[src/rtl/alll_pkg.sv]
// Types and constants shared by the linked list block.
`timescale 1ns / 1ps

package alll_pkg;

    localparam int POS_W   = 7;
    localparam int VALUE_W = 32;
    localparam int LEN_W   = 7;
    localparam int MODE_W  = 2;

    typedef enum logic [MODE_W-1:0] {
        MODE_INSERT = 2'd0,
        MODE_READ   = 2'd1,
        MODE_REMOVE = 2'd2,
        MODE_CLEAR  = 2'd3
    } t_mode;

    typedef enum logic [3:0] {
        S_SWEEP,
        S_IDLE,
        S_ALLOC,
        S_SEEK,
        S_WALK,
        S_VREAD,
        S_PREVNXT,
        S_LINKPREV,
        S_UNLINK,
        S_RELEASE,
        S_RESP
    } t_state;

endpackage

[src/rtl/alll_link_store.sv]
// Next-link memory with the power-up sweep that threads the free list.
`timescale 1ns / 1ps

module alll_link_store #(
    parameter int NODE_COUNT = 64
) (
    input  logic                              i_clk,
    input  logic                              i_rst_n,
    input  logic                              i_we,
    input  logic [$clog2(NODE_COUNT)-1:0]     i_waddr,
    input  logic [$clog2(NODE_COUNT+1)-1:0]   i_wdata,
    input  logic [$clog2(NODE_COUNT)-1:0]     i_raddr,
    output logic [$clog2(NODE_COUNT+1)-1:0]   o_rdata,
    output logic                              o_ready
);

    localparam int AW = $clog2(NODE_COUNT);
    localparam int LW = $clog2(NODE_COUNT + 1);

    logic [LW-1:0] r_mem [NODE_COUNT];
    logic [LW-1:0] r_rdata;
    logic [AW-1:0] r_idx;
    logic          r_ready;

    always_ff @(posedge i_clk) begin
        if (!i_rst_n) begin
            r_idx   <= '0;
            r_ready <= 1'b0;
        end else if (!r_ready) begin
            r_idx <= r_idx + AW'(1);
            if (r_idx == AW'(NODE_COUNT - 1)) begin
                r_ready <= 1'b1;
            end
        end
    end

    always_ff @(posedge i_clk) begin
        if (!r_ready) begin
            r_mem[r_idx] <= LW'(r_idx) + LW'(1);
        end else if (i_we) begin
            r_mem[i_waddr] <= i_wdata;
        end
        r_rdata <= r_mem[i_raddr];
    end

    assign o_rdata = r_rdata;
    assign o_ready = r_ready;

endmodule

[src/rtl/alll_value_store.sv]
// Node data memory with registered read.
`timescale 1ns / 1ps

module alll_value_store #(
    parameter int NODE_COUNT = 64
) (
    input  logic                                  i_clk,
    input  logic                                  i_we,
    input  logic [$clog2(NODE_COUNT)-1:0]         i_waddr,
    input  logic signed [alll_pkg::VALUE_W-1:0]   i_wdata,
    input  logic [$clog2(NODE_COUNT)-1:0]         i_raddr,
    output logic signed [alll_pkg::VALUE_W-1:0]   o_rdata
);

    logic signed [alll_pkg::VALUE_W-1:0] r_mem [NODE_COUNT];
    logic signed [alll_pkg::VALUE_W-1:0] r_rdata;

    always_ff @(posedge i_clk) begin
        if (i_we) begin
            r_mem[i_waddr] <= i_wdata;
        end
        r_rdata <= r_mem[i_raddr];
    end

    assign o_rdata = r_rdata;

endmodule

[src/rtl/array_linked_list_with_free_list.sv]
// Top level: linked list in a node store with a free list, walked by a link sequencer.
`timescale 1ns / 1ps

// Command interface: an operation is taken when start is high and busy is low; its
// single result appears for exactly one cycle with o_strobe high and must be taken
// then, since the block cannot be held off. After reset the block stays busy while
// it threads every node onto the free list. The result of a read, insert or remove
// at position p is found by walking the list from its head: the sequencer follows one
// link per cycle through the registered read port of the link memory. A clear with n
// entries held passes through the unlink and release states once per entry, and a
// rejected operation goes straight to the result state. Busy drops in the cycle after
// each result, and the next operation can be taken then at the earliest.
module array_linked_list_with_free_list #(
    parameter int NODE_COUNT = 64
) (
    input  logic                                  i_clk,
    input  logic                                  i_rst_n,
    input  logic                                  start,
    output logic                                  busy,
    input  logic [alll_pkg::MODE_W-1:0]           i_mode,
    input  logic [alll_pkg::POS_W-1:0]            i_position,
    input  logic signed [alll_pkg::VALUE_W-1:0]   i_value_in,
    output logic                                  o_strobe,
    output logic                                  o_ok,
    output logic signed [alll_pkg::VALUE_W-1:0]   o_value_out,
    output logic [alll_pkg::LEN_W-1:0]            o_length,
    output logic                                  o_is_empty,
    output logic                                  o_is_full
);

    localparam int AW    = $clog2(NODE_COUNT);
    localparam int LW    = $clog2(NODE_COUNT + 1);
    localparam int PW    = alll_pkg::POS_W;
    localparam int CMP_W = (LW > PW) ? LW : PW;
    localparam logic [LW-1:0] NULL_LINK = LW'(NODE_COUNT);

    alll_pkg::t_state r_state, n_state;
    alll_pkg::t_mode  r_mode, n_mode;
    logic [PW-1:0] r_pos, n_pos;
    logic [PW-1:0] r_rem, n_rem;
    logic [LW-1:0] r_cur, n_cur;
    logic [LW-1:0] r_old, n_old;
    logic [LW-1:0] r_fresh, n_fresh;
    logic [LW-1:0] r_head, n_head;
    logic [LW-1:0] r_free, n_free;
    logic [LW-1:0] r_count, n_count;
    logic          r_ok, n_ok;
    logic signed [alll_pkg::VALUE_W-1:0] r_word, n_word;

    logic                 link_we;
    logic [AW-1:0]        link_waddr;
    logic [LW-1:0]        link_wdata;
    logic [AW-1:0]        link_raddr;
    logic [LW-1:0]        link_rd;
    logic                 link_ready;
    logic                 val_we;
    logic [AW-1:0]        val_waddr;
    logic [AW-1:0]        val_raddr;
    logic signed [alll_pkg::VALUE_W-1:0] val_rd;

    logic [CMP_W-1:0] pos_ext;
    logic [CMP_W-1:0] cnt_ext;

    assign pos_ext = CMP_W'(i_position);
    assign cnt_ext = CMP_W'(r_count);

    alll_link_store #(.NODE_COUNT(NODE_COUNT)) u_link (
        .i_clk   (i_clk),
        .i_rst_n (i_rst_n),
        .i_we    (link_we),
        .i_waddr (link_waddr),
        .i_wdata (link_wdata),
        .i_raddr (link_raddr),
        .o_rdata (link_rd),
        .o_ready (link_ready)
    );

    alll_value_store #(.NODE_COUNT(NODE_COUNT)) u_value (
        .i_clk   (i_clk),
        .i_we    (val_we),
        .i_waddr (val_waddr),
        .i_wdata (i_value_in),
        .i_raddr (val_raddr),
        .o_rdata (val_rd)
    );

    always_ff @(posedge i_clk) begin
        if (!i_rst_n) begin
            r_state <= alll_pkg::S_SWEEP;
            r_head  <= NULL_LINK;
            r_free  <= '0;
            r_count <= '0;
        end else begin
            r_state <= n_state;
            r_head  <= n_head;
            r_free  <= n_free;
            r_count <= n_count;
        end
    end

    always_ff @(posedge i_clk) begin
        r_mode  <= n_mode;
        r_pos   <= n_pos;
        r_rem   <= n_rem;
        r_cur   <= n_cur;
        r_old   <= n_old;
        r_fresh <= n_fresh;
        r_ok    <= n_ok;
        r_word  <= n_word;
    end

    always_comb begin
        n_state    = r_state;
        n_mode     = r_mode;
        n_pos      = r_pos;
        n_rem      = r_rem;
        n_cur      = r_cur;
        n_old      = r_old;
        n_fresh    = r_fresh;
        n_head     = r_head;
        n_free     = r_free;
        n_count    = r_count;
        n_ok       = r_ok;
        n_word     = r_word;
        link_we    = 1'b0;
        link_waddr = r_cur[AW-1:0];
        link_wdata = r_free;
        link_raddr = r_cur[AW-1:0];
        val_we     = 1'b0;
        val_waddr  = r_free[AW-1:0];
        val_raddr  = r_cur[AW-1:0];

        unique case (r_state)
            alll_pkg::S_SWEEP: begin
                if (link_ready) begin
                    n_state = alll_pkg::S_IDLE;
                end
            end
            alll_pkg::S_IDLE: begin
                if (start) begin
                    n_mode  = alll_pkg::t_mode'(i_mode);
                    n_pos   = i_position;
                    n_ok    = 1'b0;
                    n_word  = '0;
                    n_state = alll_pkg::S_RESP;
                    unique case (alll_pkg::t_mode'(i_mode))
                        alll_pkg::MODE_INSERT: begin
                            if (pos_ext <= cnt_ext && r_free != NULL_LINK) begin
                                val_we     = 1'b1;
                                link_raddr = r_free[AW-1:0];
                                n_fresh    = r_free;
                                n_state    = alll_pkg::S_ALLOC;
                            end
                        end
                        alll_pkg::MODE_READ: begin
                            if (pos_ext < cnt_ext) begin
                                n_cur   = r_head;
                                n_rem   = i_position;
                                n_state = alll_pkg::S_SEEK;
                            end
                        end
                        alll_pkg::MODE_REMOVE: begin
                            if (pos_ext < cnt_ext) begin
                                if (i_position == '0) begin
                                    n_old      = r_head;
                                    link_raddr = r_head[AW-1:0];
                                    val_raddr  = r_head[AW-1:0];
                                    n_state    = alll_pkg::S_UNLINK;
                                end else begin
                                    n_cur   = r_head;
                                    n_rem   = i_position - PW'(1);
                                    n_state = alll_pkg::S_SEEK;
                                end
                            end
                        end
                        alll_pkg::MODE_CLEAR: begin
                            if (r_count == '0) begin
                                n_ok = 1'b1;
                            end else begin
                                n_old      = r_head;
                                link_raddr = r_head[AW-1:0];
                                n_state    = alll_pkg::S_UNLINK;
                            end
                        end
                        default: begin
                            n_state = alll_pkg::S_RESP;
                        end
                    endcase
                end
            end
            alll_pkg::S_ALLOC: begin
                n_free = link_rd;
                if (r_pos == '0) begin
                    link_we    = 1'b1;
                    link_waddr = r_fresh[AW-1:0];
                    link_wdata = r_head;
                    n_head     = r_fresh;
                    n_count    = r_count + LW'(1);
                    n_ok       = 1'b1;
                    n_state    = alll_pkg::S_RESP;
                end else begin
                    n_cur   = r_head;
                    n_rem   = r_pos - PW'(1);
                    n_state = alll_pkg::S_SEEK;
                end
            end
            alll_pkg::S_SEEK: begin
                if (r_rem == '0) begin
                    if (r_mode == alll_pkg::MODE_READ) begin
                        n_state = alll_pkg::S_VREAD;
                    end else begin
                        n_state = alll_pkg::S_PREVNXT;
                    end
                end else begin
                    n_state = alll_pkg::S_WALK;
                end
            end
            alll_pkg::S_WALK: begin
                n_cur = link_rd;
                n_rem = r_rem - PW'(1);
                if (r_rem == PW'(1)) begin
                    n_state = alll_pkg::S_SEEK;
                end else begin
                    link_raddr = link_rd[AW-1:0];
                end
            end
            alll_pkg::S_VREAD: begin
                n_word  = val_rd;
                n_ok    = 1'b1;
                n_state = alll_pkg::S_RESP;
            end
            alll_pkg::S_PREVNXT: begin
                if (r_mode == alll_pkg::MODE_INSERT) begin
                    link_we    = 1'b1;
                    link_waddr = r_fresh[AW-1:0];
                    link_wdata = link_rd;
                    n_state    = alll_pkg::S_LINKPREV;
                end else begin
                    n_old      = link_rd;
                    link_raddr = link_rd[AW-1:0];
                    val_raddr  = link_rd[AW-1:0];
                    n_state    = alll_pkg::S_UNLINK;
                end
            end
            alll_pkg::S_LINKPREV: begin
                link_we    = 1'b1;
                link_waddr = r_cur[AW-1:0];
                link_wdata = r_fresh;
                n_count    = r_count + LW'(1);
                n_ok       = 1'b1;
                n_state    = alll_pkg::S_RESP;
            end
            alll_pkg::S_UNLINK: begin
                if (r_mode != alll_pkg::MODE_CLEAR) begin
                    n_word = val_rd;
                end
                if (r_mode == alll_pkg::MODE_REMOVE && r_pos != '0) begin
                    link_we    = 1'b1;
                    link_waddr = r_cur[AW-1:0];
                    link_wdata = link_rd;
                end else begin
                    n_head = link_rd;
                end
                n_state = alll_pkg::S_RELEASE;
            end
            alll_pkg::S_RELEASE: begin
                link_we    = 1'b1;
                link_waddr = r_old[AW-1:0];
                link_wdata = r_free;
                n_free     = r_old;
                n_count    = r_count - LW'(1);
                if (r_mode == alll_pkg::MODE_CLEAR && r_count != LW'(1)) begin
                    n_old      = r_head;
                    link_raddr = r_head[AW-1:0];
                    n_state    = alll_pkg::S_UNLINK;
                end else begin
                    n_ok    = 1'b1;
                    n_state = alll_pkg::S_RESP;
                end
            end
            alll_pkg::S_RESP: begin
                n_state = alll_pkg::S_IDLE;
            end
            default: begin
                n_state = alll_pkg::S_IDLE;
            end
        endcase
    end

    assign busy        = (r_state != alll_pkg::S_IDLE);
    assign o_strobe    = (r_state == alll_pkg::S_RESP);
    assign o_ok        = r_ok;
    assign o_value_out = r_word;
    assign o_length    = alll_pkg::LEN_W'(r_count);
    assign o_is_empty  = (r_count == '0);
    assign o_is_full   = (r_free == NULL_LINK);

endmodule

[config.mk]
export PLATFORM = sky130hd
export DESIGN_NAME = array_linked_list_with_free_list
export DESIGN_NICKNAME = d
export VERILOG_FILES = /design/src/rtl/alll_pkg.sv /design/src/rtl/alll_link_store.sv /design/src/rtl/alll_value_store.sv /design/src/rtl/array_linked_list_with_free_list.sv
export SDC_FILE = /design/constraint.sdc
export NUM_CORES = 2
export LEC_CHECK = 0
export BUFFER_PORTS_ARGS = -buffer_cell sky130_fd_sc_hd__buf_4
export CELL_PAD_IN_SITES_DETAIL_PLACEMENT = 2
export CELL_PAD_IN_SITES_GLOBAL_PLACEMENT = 2
export CORE_ASPECT_RATIO = 1.1
export CORE_MARGIN = 2
export CORE_UTILIZATION = 50
export DETAILED_ROUTE_END_ITERATION = 8
export PLACE_DENSITY_LB_ADDON = 0.1
export SLEW_MARGIN = 15
export SYNTH_ARGS = -nofsm -noshare
export SYNTH_HDL_FRONTEND = slang
export SYNTH_SLANG_ARGS = --single-unit
[constraint.sdc]
create_clock -name i_clk -period 6.78 [get_ports i_clk]
set_clock_uncertainty 0.1 [all_clocks]
set_input_delay 0.339 -clock i_clk [delete_from_list [all_inputs] [get_ports i_clk]]
set_output_delay 0.339 -clock i_clk [all_outputs]
set_load 0.05 [all_outputs]
==> impl_metrics.csv, run 1 <==
group,metric,value,unit
floorplan,row_count,174,
clocking,numCtsBuffers,287,
run_status,stop_stage,"clock tree synthesis (4_1_cts)",
synth,ys_types,89,
placement,dpl.hpwl,224000,um
clocking,ctsHoldBuffers,43,
synth,ys_async_sr_fraction,0,%
clocking,cts.sinks,2636,
floorplan,start_util,50.2,%
clocking,post_cts_buffers,0,
floorplan,die_y,479,um
clocking,cts-root-buf,"clkbuf_16",
clocking,cts_max_level,5,
floorplan,die_x,436,um
floorplan,num_io_pins,88,
placement,gp_congestion,0.855,
synth,synth.net_count,5295,
synth,synth-seq-area-share,76.5,%
synth,ys_ff_latch,2636,
placement,pre_cts_ws,537,ps
synth,synth-edff-count,2565,
synth,synth_top_flop_cell,"edfxtp_1",
run_status,status,"stopped before the end",
synth,synthCells,5235,
synth,syn_avg_cell_area,19.6,sq um
clocking,cts_max_path_buffers,4,
run_status,tool.error,"[ERROR DPL-0033] detailed placement checks failed during check placement.",
synth,ys_warn_count,0,
placement,port_buffers,87,
clocking,cts_resized,0,
synth,netlist_area,103000,sq um
## cells by family after synthesis
group | after synthesis | share of synthesized area [%]
flip-flops | 2636 | 76.5
AND/OR/NAND/NOR | 990 | 4.51
multiplexers | 692 | 13.1
AO/OA/AOI/OAI | 570 | 4.08
buffers and inverters | 298 | 1.39
XOR/XNOR | 33 | 0.282
adder cells (fa/ha/maj) | 16 | 0.195
## synthesized netlist by cell type, types with 9 or more instances
cell | instances | area [sq um]
a31oi_1 | 17 | 106
xnor2_1 | 19 | 166
buf_2 | 90 | 450
a22oi_1 | 235 | 1760
nor2_1 | 269 | 1010
ha_1 | 16 | 200
a311oi_1 | 10 | 87.6
nor2b_1 | 16 | 100
nand2_1 | 342 | 1280
buf_4 | 20 | 150
o221ai_1 | 13 | 114
xor2_1 | 14 | 123
o21ai_0 | 57 | 285
mux2i_1 | 161 | 1610
a21oi_1 | 70 | 350
o22a_1 | 12 | 105
mux4_2 | 516 | 11600
nand2b_1 | 16 | 100
mux2_2 | 15 | 169
nand4_1 | 60 | 375
o211ai_1 | 9 | 67.6
nand3_1 | 131 | 656
buf_6 | 16 | 180
inv_1 | 24 | 90.1
or2_1 | 28 | 175
nor3_1 | 21 | 105
edfxtp_1 | 2565 | 77000
a221o_1 | 11 | 110
o22ai_1 | 13 | 81.3
a211oi_1 | 14 | 105
a221oi_1 | 19 | 166
dfxtp_1 | 71 | 1420
and2_1 | 46 | 288
buf_1 | 19 | 71.3
clkbuf_1 | 128 | 480
## stage by stage
step,area (sq um),instances,utilization [%]
detailed placement,108000,7999,52.9
floorplan,103000,5235,-
global placement,108000,7999,52.9
==> run 2: changes to the inputs <==
--- a/config.mk
+++ b/config.mk
@@ -6,13 +6,10 @@
 export NUM_CORES = 2
 export LEC_CHECK = 0
 export BUFFER_PORTS_ARGS = -buffer_cell sky130_fd_sc_hd__buf_4
-export CELL_PAD_IN_SITES_DETAIL_PLACEMENT = 2
-export CELL_PAD_IN_SITES_GLOBAL_PLACEMENT = 2
-export CORE_ASPECT_RATIO = 1.1
 export CORE_MARGIN = 2
-export CORE_UTILIZATION = 50
+export CORE_UTILIZATION = 40
 export DETAILED_ROUTE_END_ITERATION = 8
-export PLACE_DENSITY_LB_ADDON = 0.1
+export PLACE_DENSITY_LB_ADDON = 0.15
 export SLEW_MARGIN = 15
 export SYNTH_ARGS = -nofsm -noshare
 export SYNTH_HDL_FRONTEND = slang
==> impl_metrics.csv, run 2 <==
group,metric,value,unit
run_status,status,"finished, final reports clean",
finish,mostFrequentLayoutCells,"edfxtp_1 (2565), mux4_2 (516), nand2_1 (341)",
clocking,post_cts_buffers,0,
clocking,path_clk_slew,60,ps
worst_setup_path,r2r.worst_path.cells,11,
synth,ys_types,89,
sta,setup_ws,745,ps
sta,hold_violations,0,
route,ant_nets,0,
synth,synth.most_common_cell,"edfxtp_1",
sta,setup_violations,0,
sta,fmax,0.166,GHz
placement,pre_cts_ws,697,ps
hold_path,hold_start,"i_position[1]",
synth,synth_top_flop_cell,"edfxtp_1",
power_and_ir_drop,power_leakage,37.4,nW
sta,max_slew_margin,23.6,%
finish,layout-drive-gt1-share,23.3,%
route,viasPerCell,5.87,
global_routing,grt_max_degree,118,
worst_setup_path,crit_required,7480,ps
route,num_vias,53900,
worst_setup_path,crit_type,"register to register",
run,drv_cap,0,
finish,fillers,21400,
floorplan,die_x,510,um
power_and_ir_drop,power_density,285,nW/um^2
floorplan,die_y,510,um
clocking,insertion_delay,930,ps
sta,finalCriticalPeriod,6040,ps
route,drtPass1Iterations,8,
sta,slew_violations,0,
route,routed_wl,292000,um
sta,tightest_slew,1140,ps
clocking,numCtsBuffers,300,
global_routing,grt_pass1_wl,411000,um
placement,gp_congestion,0.867,
synth,synth.net_count,5295,
finish,synthToLayoutAreaGrowth,15.5,%
synth,synth.top_cell.area_share,75.1,%
placement,dpl.hpwl,175000,um
synth,synth_common_cells,"edfxtp_1 (2565), mux4_2 (516), nand2_1 (342), nor2_1 (269), a22oi_1 (235)",
floorplan,core,255000,sq um
floorplan,start_util,40.3,%
clocking,cts-root-buf,"clkbuf_16",
synth,synth-edff-count,2565,
sta,tns,0,ps
global_routing,grt-ovfl-total,0,
sta,fin_crit_sh,89.0,%
finish,multi_input_area,23500,sq um
finish,reg_top3,"u_value.r_mem: 2048 flops, u_link.r_mem: 448 flops",
synth,syn_avg_cell_area,19.6,sq um
worst_setup_path,start_kind,"register",
finish,largest_register,"u_value.r_mem",
clocking,cts_max_level,5,
route,drc,0,
hold_path,whs_path_depth,2,
floorplan,row_count,185,
power_and_ir_drop,ir_drop,0.000290,V
worst_setup_path,r2r_end,"u_value.o_rdata[17]",
floorplan,die_area,260000,sq um
synth,synth.area.top_cells,"edfxtp_1 (75%), mux4_2 (11%), a22oi_1 (1.7%)",
route,drt_iter0_drc,6026,
hold_path,min_path_type,"input port to register",
finish,regArea,78400,sq um
worst_setup_path,cp_max_fo,34,
worst_setup_path,critPathArrivalTime,6740,ps
global_routing,grt_pass1_vias,53400,
hold_path,min_to,"r_pos[1]",
synth,ys_async_sr_fraction,0,%
synth,netlist_area,103000,sq um
synth,yosysTopAreaCell,"edfxtp_1",
finish,final_nets,5657,
synth,ys_warn_count,0,
worst_setup_path,regToRegStartpoint,"r_state[2]",
finish,largest_reg_flops,2048,
finish,layout_commonest_cell,"edfxtp_1",
sta,rsz0062_at_grt,"no",
clocking,cts.sinks,2636,
synth,ys_ff_latch,2636,
synth,synthCells,5235,
synth,synth-seq-area-share,76.5,%
worst_setup_path,reg2reg_slack,740,ps
clocking,cts_tree,"yes",
global_routing,grt_use_total,22.3,%
placement,port_buffers,87,
global_routing,antenna_found_initial,15,
worst_setup_path,endpoint_kind,"register",
route,drt-wirelength-per-cell,31.7,um
floorplan,num_io_pins,88,
clocking,cts_max_path_buffers,4,
run 2: cell counts after synthesis:
No cell type changed its count.
run 2: layer usage:
layer	vias up	part of all wire [%]	track usage (%)
met5	-	0.017	0
met3	392	6.2	3.50
met4	8	2.4	5.76
li1	22300	-	-
met2	2032	48	35.7
met1	29200	43	31.9
run 2: what timing repair did:
item / 4_1_cts / 5_1_grt
hold endpoints to repair: 2075 / 0
gates resized for setup: 0 / 0
hold buffers: 43 / 0
run 2: worst max-delay path by stage:
| stage | start | endpoint | slack [ps] | depth (start not counted) |
|---|---|---|---|---|
| 2_1_floorplan | r_pos[2] | u_link.r_mem[0][3] | 1690 | 11 |
| 3_3_place_gp | r_state[2] | u_value.o_rdata[17] | 910 | 11 |
| 3_5_place_dp | r_state[2] | u_value.o_rdata[17] | 700 | 11 |
| 6_report | r_state[2] | u_value.o_rdata[17] | 740 | 11 |
| 4_1_cts | r_state[2] | u_value.o_rdata[17] | 730 | 11 |
| 5_1_grt | r_state[2] | u_value.o_rdata[17] | 460 | 11 |
run 2: through the flow:
step / total power, mW / instance area (sq um) / util (%) / hold slack (ps) / instances
5_1_grt: 34.7 / 118000 / 46.5 / 71.8 / 9181
4_1_cts: 34.1 / 118000 / 46.5 / 24.3 / 9179
3_3_place_gp: 18.6 / 109000 / 42.7 / 397 / 8618
6_report: 33.8 / 118000 / 46.5 / 91.2 / 9183
3_5_place_dp: 18.6 / 109000 / 42.7 / 411 / 8618
2_1_floorplan: 18.3 / 103000 / - / 303 / 5235
run 2: layout make-up:
type / count / area share [%]
well taps: 3366 / 3.56
diodes: 4 / 0.00845
repair buffers: 333 / 2.50
clock inverters: 133 / 1.02
inverters: 25 / 0.0792
clock buffers: 385 / 6.80
multi-input cells: 2301 / 19.8
flip-flops and latches: 2636 / 66.2
run 2: kinds of logic after synthesis:
logic type,share of synthesized area [%]
flip-flops,76.5
AND/OR/NAND/NOR,4.51
multiplexers,13.1
AO/OA/AOI/OAI,4.08
buffers and inverters,1.39
XOR/XNOR,0.282
adder cells (fa/ha/maj),0.195
run 2: worst max-delay path, stage by stage (launching register included):
cell	delay, ps
dfxtp_1	860
nand4bb_1	610
nor2_1	800
a222oi_1	240
o21ai_0	320
o311a_4	410
buf_12	270
buf_4	500
mux4_2	430
a22oi_1	340
nand4_1	560
or2_1	410
run 2: power by group:
part	total, mW	switching [mW]	leakage (nW)	internal, mW
logic	0.395	0.335	9.09	0.0597
clock network	15.5	6.34	4.53	9.15
registers	17.9	0.00698	23.8	17.9
total	33.8	6.69	37.4	27.1
Note: power is estimated with default switching activity, not from simulation.
